## src/hw/rtl/integer_square_root_search_core_assert.svh

```systemverilog
// assertion macros shared by the square root search core
`ifndef INTEGER_SQUARE_ROOT_SEARCH_CORE_ASSERT_SVH
`define INTEGER_SQUARE_ROOT_SEARCH_CORE_ASSERT_SVH
`ifndef NO_ASSERTIONS
`define ISRS_ASSERT_SAME(label, clk, rst, ante, cons) \
  label: assert property (@(posedge clk) disable iff (rst) (ante) |-> (cons)) \
    else $error("isrs same-cycle check failed");
`define ISRS_ASSERT_NEXT(label, clk, rst, ante, cons) \
  label: assert property (@(posedge clk) disable iff (rst) (ante) |=> (cons)) \
    else $error("isrs next-cycle check failed");
`else
`define ISRS_ASSERT_SAME(label, clk, rst, ante, cons)
`define ISRS_ASSERT_NEXT(label, clk, rst, ante, cons)
`endif
`endif

```

## src/hw/rtl/isrs_pkg.sv

```systemverilog
// shared widths and control/status types for the square root search core
package isrs_pkg;

  localparam int DATA_W      = 32;
  localparam int PROD_W      = 2 * DATA_W;
  localparam int ROOT_W      = 17;
  localparam int OUT_TDATA_W = ((ROOT_W + 7) / 8) * 8;

  typedef logic [DATA_W-1:0] data_t;
  typedef logic [ROOT_W-1:0] root_t;

  typedef struct packed {
    logic load;
    logic square;
    logic decide;
    logic finish;
  } cmd_t;

  typedef struct packed {
    logic negative;
    logic eq;
    logic lt;
    logic cont_up;
    logic cont_dn;
    logic out_free;
  } status_t;

endpackage

```

## src/hw/rtl/isrs_datapath.sv

```systemverilog
// search datapath: bounds, midpoint squaring, compare and result register
`include "integer_square_root_search_core_assert.svh"
module isrs_datapath (
  input  logic                                   clk,
  input  logic                                   rst,
  input  isrs_pkg::cmd_t                         cmd,
  input  isrs_pkg::data_t                        value,
  output isrs_pkg::status_t                      status,
  input  logic                                   m_tready,
  output logic                                   m_tvalid,
  output logic [isrs_pkg::OUT_TDATA_W-1:0]       m_tdata
);
  import isrs_pkg::*;

  data_t               low;
  data_t               high;
  data_t               mid;
  data_t               best;
  data_t               target;
  data_t               mid_up;
  data_t               mid_dn;
  logic                cont_up;
  logic                cont_dn;
  logic [PROD_W-1:0]   prod;
  logic [PROD_W-1:0]   target_ext;
  logic [DATA_W:0]     sum_up;
  logic [DATA_W:0]     sum_dn;
  logic                out_valid;
  root_t               out_root;

  assign target_ext = PROD_W'(target);
  // candidate sums for the next midpoint in either direction
  assign sum_up = {1'b0, mid} + {1'b0, high} + (DATA_W + 1)'(1);
  assign sum_dn = {1'b0, low} + {1'b0, mid} - (DATA_W + 1)'(1);

  always_ff @(posedge clk) begin
    if (rst) begin
      target <= '0;
      low    <= '0;
      high   <= '0;
      best   <= '1;
    end else if (cmd.load) begin
      target <= value;
      low    <= '0;
      high   <= value;
      mid    <= value >> 1;
      best   <= '1;
    end else if (cmd.square) begin
      prod    <= PROD_W'(mid) * PROD_W'(mid);
      mid_up  <= sum_up[DATA_W:1];
      mid_dn  <= sum_dn[DATA_W:1];
      cont_up <= mid < high;
      cont_dn <= mid > low;
    end else if (cmd.decide) begin
      if (prod == target_ext) begin
        best <= mid;
      end else if (prod < target_ext) begin
        best <= mid;
        low  <= mid + DATA_W'(1);
        mid  <= mid_up;
      end else begin
        high <= mid - DATA_W'(1);
        mid  <= mid_dn;
      end
    end
  end

  // output register decouples the search from the downstream side
  always_ff @(posedge clk) begin
    if (rst) begin
      out_valid <= 1'b0;
    end else if (cmd.finish) begin
      out_valid <= 1'b1;
    end else if (m_tready) begin
      out_valid <= 1'b0;
    end
  end

  always_ff @(posedge clk) begin
    if (cmd.finish) begin
      out_root <= best[ROOT_W-1:0];
    end
  end

  assign m_tvalid = out_valid;
  assign m_tdata  = OUT_TDATA_W'(out_root);

  assign status.negative = value[DATA_W-1];
  assign status.eq       = prod == target_ext;
  assign status.lt       = prod < target_ext;
  assign status.cont_up  = cont_up;
  assign status.cont_dn  = cont_dn;
  assign status.out_free = !out_valid || m_tready;

  `ISRS_ASSERT_SAME(a_mid_in_range, clk, rst, cmd.square, (mid >= low) && (mid <= high))
  `ISRS_ASSERT_NEXT(a_neg_gives_ones, clk, rst, cmd.load && value[DATA_W-1], best == '1)
  `ISRS_ASSERT_SAME(a_finish_slot_free, clk, rst, cmd.finish, !out_valid || m_tready)

endmodule

```

## src/hw/rtl/isrs_ctrl.sv

```systemverilog
// search controller: sequences load, probe and result steps
`include "integer_square_root_search_core_assert.svh"
module isrs_ctrl (
  input  logic               clk,
  input  logic               rst,
  input  logic               s_tvalid,
  output logic               s_tready,
  input  isrs_pkg::status_t  status,
  output isrs_pkg::cmd_t     cmd
);
  import isrs_pkg::*;

  typedef enum logic [3:0] {
    ST_IDLE   = 4'b0001,
    ST_SQUARE = 4'b0010,
    ST_DECIDE = 4'b0100,
    ST_FINISH = 4'b1000
  } state_t;

  state_t state;
  state_t state_next;

  always_ff @(posedge clk) begin
    if (rst) begin
      state <= ST_IDLE;
    end else begin
      state <= state_next;
    end
  end

  always_comb begin
    state_next = state;
    cmd        = '0;
    unique case (state)
      ST_IDLE: begin
        if (s_tvalid) begin
          cmd.load   = 1'b1;
          state_next = status.negative ? ST_FINISH : ST_SQUARE;
        end
      end
      ST_SQUARE: begin
        cmd.square = 1'b1;
        state_next = ST_DECIDE;
      end
      ST_DECIDE: begin
        cmd.decide = 1'b1;
        priority if (status.eq) begin
          state_next = ST_FINISH;
        end else if (status.lt) begin
          state_next = status.cont_up ? ST_SQUARE : ST_FINISH;
        end else begin
          state_next = status.cont_dn ? ST_SQUARE : ST_FINISH;
        end
      end
      ST_FINISH: begin
        if (status.out_free) begin
          cmd.finish = 1'b1;
          state_next = ST_IDLE;
        end
      end
      default: begin
        state_next = ST_IDLE;
      end
    endcase
  end

  assign s_tready = state == ST_IDLE;

  `ISRS_ASSERT_NEXT(a_accept_leaves_idle, clk, rst, s_tvalid && s_tready, state != ST_IDLE)
  `ISRS_ASSERT_NEXT(a_blocked_finish_holds, clk, rst, (state == ST_FINISH) && !status.out_free, state == ST_FINISH)
  `ISRS_ASSERT_SAME(a_square_then_decide, clk, rst, state == ST_DECIDE, $past(state) == ST_SQUARE)

endmodule

```

## src/hw/rtl/integer_square_root_search_core.sv

```systemverilog
// top level of the integer square root binary search core
// Returns the floor square root of a signed 32-bit request, or -1 for a negative request.
// One request is in flight at a time: a load step, then for each probe a square step (the
// midpoint is squared into a register) and a decide step (it is compared and the bounds
// updated), and a final step that moves the answer into the output register. A search
// over 0..value makes at most 31 probes; a negative request skips the probes and goes
// from the load straight to the final step. The move into the output register waits while an earlier result
// is still held there. The output register lets the next request load while a result waits.
module integer_square_root_search_core (
  input  logic                                 clk,
  input  logic                                 rst,
  input  logic                                 s_tvalid,
  output logic                                 s_tready,
  input  logic [isrs_pkg::DATA_W-1:0]          s_tdata,   // [31:0] value
  output logic                                 m_tvalid,
  input  logic                                 m_tready,
  output logic [isrs_pkg::OUT_TDATA_W-1:0]     m_tdata    // [16:0] root, rest zero
);
  import isrs_pkg::*;

  cmd_t    cmd;
  status_t status;

  isrs_ctrl u_ctrl (
    .clk      (clk),
    .rst      (rst),
    .s_tvalid (s_tvalid),
    .s_tready (s_tready),
    .status   (status),
    .cmd      (cmd)
  );

  isrs_datapath u_datapath (
    .clk      (clk),
    .rst      (rst),
    .cmd      (cmd),
    .value    (s_tdata),
    .status   (status),
    .m_tready (m_tready),
    .m_tvalid (m_tvalid),
    .m_tdata  (m_tdata)
  );

endmodule
```

## config.mk

```make
export PLATFORM = sky130hd
export DESIGN_NAME = integer_square_root_search_core
export DESIGN_NICKNAME = d
export VERILOG_FILES = /design/src/hw/rtl/isrs_pkg.sv /design/src/hw/rtl/isrs_datapath.sv /design/src/hw/rtl/isrs_ctrl.sv /design/src/hw/rtl/integer_square_root_search_core.sv
export VERILOG_INCLUDE_DIRS = /design/src /design/src/hw/rtl
export SDC_FILE = /design/constraint.sdc
export NUM_CORES = 2
export LEC_CHECK = 0
export ABC_AREA = 1
export BUFFER_PORTS_ARGS = -buffer_cell sky130_fd_sc_hd__buf_2
export CORE_UTILIZATION = 60
export DETAILED_ROUTE_END_ITERATION = 8
export PLACE_DENSITY = 0.72
export SLEW_MARGIN = 20
export SYNTH_ARGS = -nofsm -noshare
export SYNTH_HDL_FRONTEND = slang
export SYNTH_SLANG_ARGS = --single-unit
export TNS_END_PERCENT = 1
```

## constraint.sdc

```tcl
create_clock -name clk -period 13.7 [get_ports clk]
set_input_delay 2.74 -clock clk [delete_from_list [all_inputs] [get_ports clk]]
set_output_delay 2.74 -clock clk [all_outputs]
set_load 0.02 [all_outputs]
```

==> results_tabular.tex <==
\begin{tabular}{lr}
\hline
Metric & Value \\
\hline
\multicolumn{2}{l}{\textbf{Finish}} \\
\quad Fraction of final layout cells sized beyond drive strength 1 & 3.630\% \\
\quad Sequential cell area in the final layout & 7707 um2 \\
\quad Area used by multi-input combinational logic & 34420 um2 \\
\quad Filler cell count in the final layout & 7090 \\
\quad Final antenna diode count & 0 \\
\quad Synthesis-to-finish area growth & 5.064\% \\
\quad Net count of the finished layout & 7267 \\
\multicolumn{2}{l}{\textbf{CTS}} \\
\quad Maximum number of buffers from clock root to sink & 3 \\
\quad Count of cells resized by post-cts repair & 0 \\
\quad Sink count of the clock tree & 296 \\
\quad Clock buffer count from CTS & 36 \\
\quad TritonCTS clock tree & built \\
\quad Clk pin slew, worst setup/hold paths & 0.07 ns \\
\quad CTS Hold Buffers Added & 0 \\
\quad CTS HTree Levels & 2 \\
\quad CTS root buf & sky130\_fd\_sc\_hd\_\_clkbuf\_16 \\
\quad Number of buffers added for setup after CTS & 0 \\
\quad Skew-Pair Late Insertion Delay & 0.57 ns \\
\multicolumn{2}{l}{\textbf{Floorplan}} \\
\quad Die footprint & 82760 um2 \\
\quad Starting density of the core & 60.69\% \\
\quad Count of boundary I/O pins & 62 \\
\quad Row count & 104 \\
\quad Total core area & 80680 um2 \\
\quad Die Span Y & 287.7 um \\
\quad DIE WIDTH & 287.7 um \\
\multicolumn{2}{l}{\textbf{Synthesis}} \\
\quad Biggest area contributors in the synthesized netlist & sky130\_fd\_sc\_hd\_\_fa\_1 32\%, sky130\_fd\_sc\_hd\_\_ha\_1 12\%, sky130\_fd\_sc\_hd\_\_inv\_1 12\%, sky130\_fd\_sc\_hd\_\_edfxtp\_1 11\%, sky130\_fd\_sc\_hd\_\_nand2\_1 8.0\% \\
\quad Top-area cell type share of the netlist area & 32.46\% \\
\quad Post-synthesis cell area & 48970 um2 \\
\quad Number of flip-flops and latches in the synthesized netlist & 296 \\
\quad Dominant synthesized flop cell & sky130\_fd\_sc\_hd\_\_edfxtp\_1 \\
\quad Most instantiated library cell after synthesis & sky130\_fd\_sc\_hd\_\_inv\_1 \\
\quad Post-Synthesis Cells & 5984 \\
\quad Count of flip-flops with a built-in enable after synthesis & 178 \\
\quad Commonest cells in the netlist & 1616 x sky130\_fd\_sc\_hd\_\_inv\_1, 1047 x sky130\_fd\_sc\_hd\_\_nand2\_1, 794 x sky130\_fd\_sc\_hd\_\_fa\_1, 487 x sky130\_fd\_sc\_hd\_\_ha\_1, 410 x sky130\_fd\_sc\_hd\_\_nor2\_1 \\
\quad Post-synthesis sequential area ratio & 15.74\% \\
\quad Library cell occupying the most area in the post-synthesis netlist & sky130\_fd\_sc\_hd\_\_fa\_1 \\
\quad Async set-reset flop share out of synthesis & 0\% \\
\quad YS warnings & 0 \\
\quad Mean area per synthesized cell & 8.183 um2 \\
\quad Synth unique cells & 54 \\
\multicolumn{2}{l}{\textbf{Setup path}} \\
\quad Worst-path fanout max & 30 \\
\quad Startpoint of the worst setup timing path & u\_datapath.mid[19] \\
\quad Required arrival time at the worst endpoint & 14.01 ns \\
\quad Worst reg2reg path startpoint & u\_datapath.mid[19] \\
\quad Critical path class & register to register \\
\quad Arrival time reported for the critical path endpoint & 8.51 ns \\
\quad Startpoint type of the worst setup path & register \\
\quad Critical path capture point type & register \\
\multicolumn{2}{l}{\textbf{Min path}} \\
\quad Min-Delay Path Class & register to register \\
\quad Hold path start & u\_datapath.best[8] \\
\multicolumn{2}{l}{\textbf{Routing}} \\
\quad Top Layer Used & met5 \\
\quad Post-DR wirelength/cell & 20.94 um \\
\quad Via density & 5.571 \\
\quad Iteration-0 DRC count of the detailed router & 3671 \\
\quad First-pass detailed-route iteration total & 8 \\
\quad Routed length on met1 & 60.11 mm \\
\quad Vias after detailed routing & 39210 \\
\quad DRT Wirelength & 147.4 mm \\
\quad Amount of wire on met3 after detailed routing & 12.51 mm \\
\quad Met2 routed wirelength & 68.18 mm \\
\quad DRC viols & 12 \\
\quad Detail Route Antenna Nets & 0 \\
\multicolumn{2}{l}{\textbf{Timing}} \\
\quad Actual transition at the worst max-transition pin & 1.000 ns \\
\quad Min Tclk post-route & 8.197 ns \\
\quad Fin Clk Skew & 0.01532 ns \\
\quad Final hold slack & 0.4238 ns \\
\quad Post-route setup TNS & 0 ns \\
\quad Slew Viols, Final & 0 \\
\quad Part of the cycle the worst path needs & 59.83\% \\
\quad Slew HR & 33.31\% \\
\quad Total count of hold-check failures in the final report & 0 \\
\quad RSZ-0062 raised after global routing & false \\
\quad Maximum clock rate & 122.0 MHz \\
\quad Final setup violation count & 0 \\
\multicolumn{2}{l}{\textbf{Global routing}} \\
\quad Wire length of the first global-routing pass & 228.3 mm \\
\quad Number of global-route vias before repair & 40110 \\
\quad Initial antenna violation count & 4 \\
\quad Congestion Overflow GR & 0 \\
\quad Global-route total usage across every layer & 36.50\% \\
\quad Pin count of the biggest net entering global routing & 70 \\
\multicolumn{2}{l}{\textbf{Place}} \\
\quad Port Buffers & 54 \\
\quad Final HPWL from detailed placement & 118.9 mm \\
\quad Final Wtd Congestion & 1.065 \\
\multicolumn{2}{l}{\textbf{Run}} \\
\quad Maximum Capacitance Violations & 0 \\
\multicolumn{2}{l}{\textbf{Run status}} \\
\quad Violations in the final reports & DRC \\
\quad Result of the run & finished, violations left \\
\hline
\end{tabular}
==> final cells by class <==
class                   count  share of cell area (%)
repair buffers            104                   1.255
clock inverters            14                  0.3186
flip-flops and latches    296                   14.98
inverters                1624                   11.85
multi-input cells        3888                   66.91
clock buffers              52                   2.111
well taps                1060                   2.578
==> worst max-delay path, stage by stage, from the launching register on <==
cell and delay, ns:
sky130_fd_sc_hd__edfxtp_1 0.79, sky130_fd_sc_hd__buf_4 0.55, sky130_fd_sc_hd__nand2_1 0.20, sky130_fd_sc_hd__fa_1 0.58, sky130_fd_sc_hd__inv_1 0.05, sky130_fd_sc_hd__fa_1 0.51, sky130_fd_sc_hd__inv_1 0.05, sky130_fd_sc_hd__fa_1 0.45
sky130_fd_sc_hd__fa_1 0.52, sky130_fd_sc_hd__inv_1 0.06, sky130_fd_sc_hd__fa_1 0.57, sky130_fd_sc_hd__fa_1 0.44, sky130_fd_sc_hd__fa_1 0.49, sky130_fd_sc_hd__inv_1 0.05, sky130_fd_sc_hd__fa_1 0.47, sky130_fd_sc_hd__inv_1 0.04
sky130_fd_sc_hd__ha_1 0.42, sky130_fd_sc_hd__nand2_1 0.15, sky130_fd_sc_hd__nor2_1 0.24, sky130_fd_sc_hd__inv_1 0.07, sky130_fd_sc_hd__nor2_1 0.15, sky130_fd_sc_hd__inv_1 0.10, sky130_fd_sc_hd__nor3_1 0.40, sky130_fd_sc_hd__o21ai_0 0.27
sky130_fd_sc_hd__nand4_1 0.18, sky130_fd_sc_hd__xor2_1 0.08
==> registers in the layout (all words and copies together), names as in the netlist <==
name / flops
u_datapath.prod: 63
u_datapath.high: 32
u_datapath.low: 32
u_datapath.mid: 32
u_datapath.mid_dn: 32
u_datapath.mid_up: 32
u_datapath.target: 32
u_datapath.best: 17
u_datapath.out_root: 17
u_ctrl.state: 4
u_datapath.cont_dn: 1
u_datapath.cont_up: 1
u_datapath.m_tvalid: 1
==> cells by family (layout without fill, tap and decap cells) <==
kind of cell	Yosys count	count (layout)	synth area share [%]
AO/OA/AOI/OAI	698	698	7.768
XOR/XNOR	178	178	3.184
adder cells (fa/ha/maj)	1281	1281	44.90
buffers and inverters	1806	1794	14.08
flip-flops	296	296	15.74
other	1	7	0.007658
AND/OR/NAND/NOR	1724	1724	14.32
==> through the flow <==
| step | setup slack, ns | instances | util (%) | area (um2) |
|---|---|---|---|---|
| after CTS | 5.635 | 7038 | 63.77 | 51450 |
| after floorplan | 4.554 | 5990 | - | 48990 |
| after global routing | 5.263 | 7038 | 63.77 | 51450 |
| after detailed placement | 5.678 | 6972 | 62.22 | 50200 |
| after global placement | 5.743 | 6972 | 62.22 | 50200 |
| final | 5.503 | 7038 | 63.77 | 51450 |
==> per-layer routing <==
metal	global-route usage (%)	up-vias
met1	49.46	19250
li1	-	17880
met2	59.18	1723
met5	0	-
met3	5.412	350
met4	14.31	4
==> path summary, 6_finish.rpt <==
check                                               to  slack (ns)  cells past startpoint
worst max-delay path               u_datapath.prod[36]        5.50                     25
worst min-delay path            u_datapath.out_root[8]        0.42                      0
worst max register to register     u_datapath.prod[36]        5.50                     25
worst min register to register  u_datapath.out_root[8]        0.42                      0
==> placed cells by master, fill, tap and decap left out, types with 23 or more instances in the layout <==
master,instances
sky130_fd_sc_hd__a21oi_1,306
sky130_fd_sc_hd__buf_2,54
sky130_fd_sc_hd__buf_4,50
sky130_fd_sc_hd__clkbuf_16,40
sky130_fd_sc_hd__dfxtp_1,118
sky130_fd_sc_hd__edfxtp_1,178
sky130_fd_sc_hd__fa_1,794
sky130_fd_sc_hd__ha_1,487
sky130_fd_sc_hd__inv_1,1616
sky130_fd_sc_hd__nand2_1,1047
sky130_fd_sc_hd__nand3_1,153
sky130_fd_sc_hd__nor2_1,408
sky130_fd_sc_hd__nor3_1,33
sky130_fd_sc_hd__o21ai_0,249
sky130_fd_sc_hd__o21bai_1,35
sky130_fd_sc_hd__o22ai_1,23
sky130_fd_sc_hd__xnor2_1,31
sky130_fd_sc_hd__xor2_1,147
Power is not shown: default switching activity piles up to over one toggle a cycle in this logic, so the estimate is an artifact.
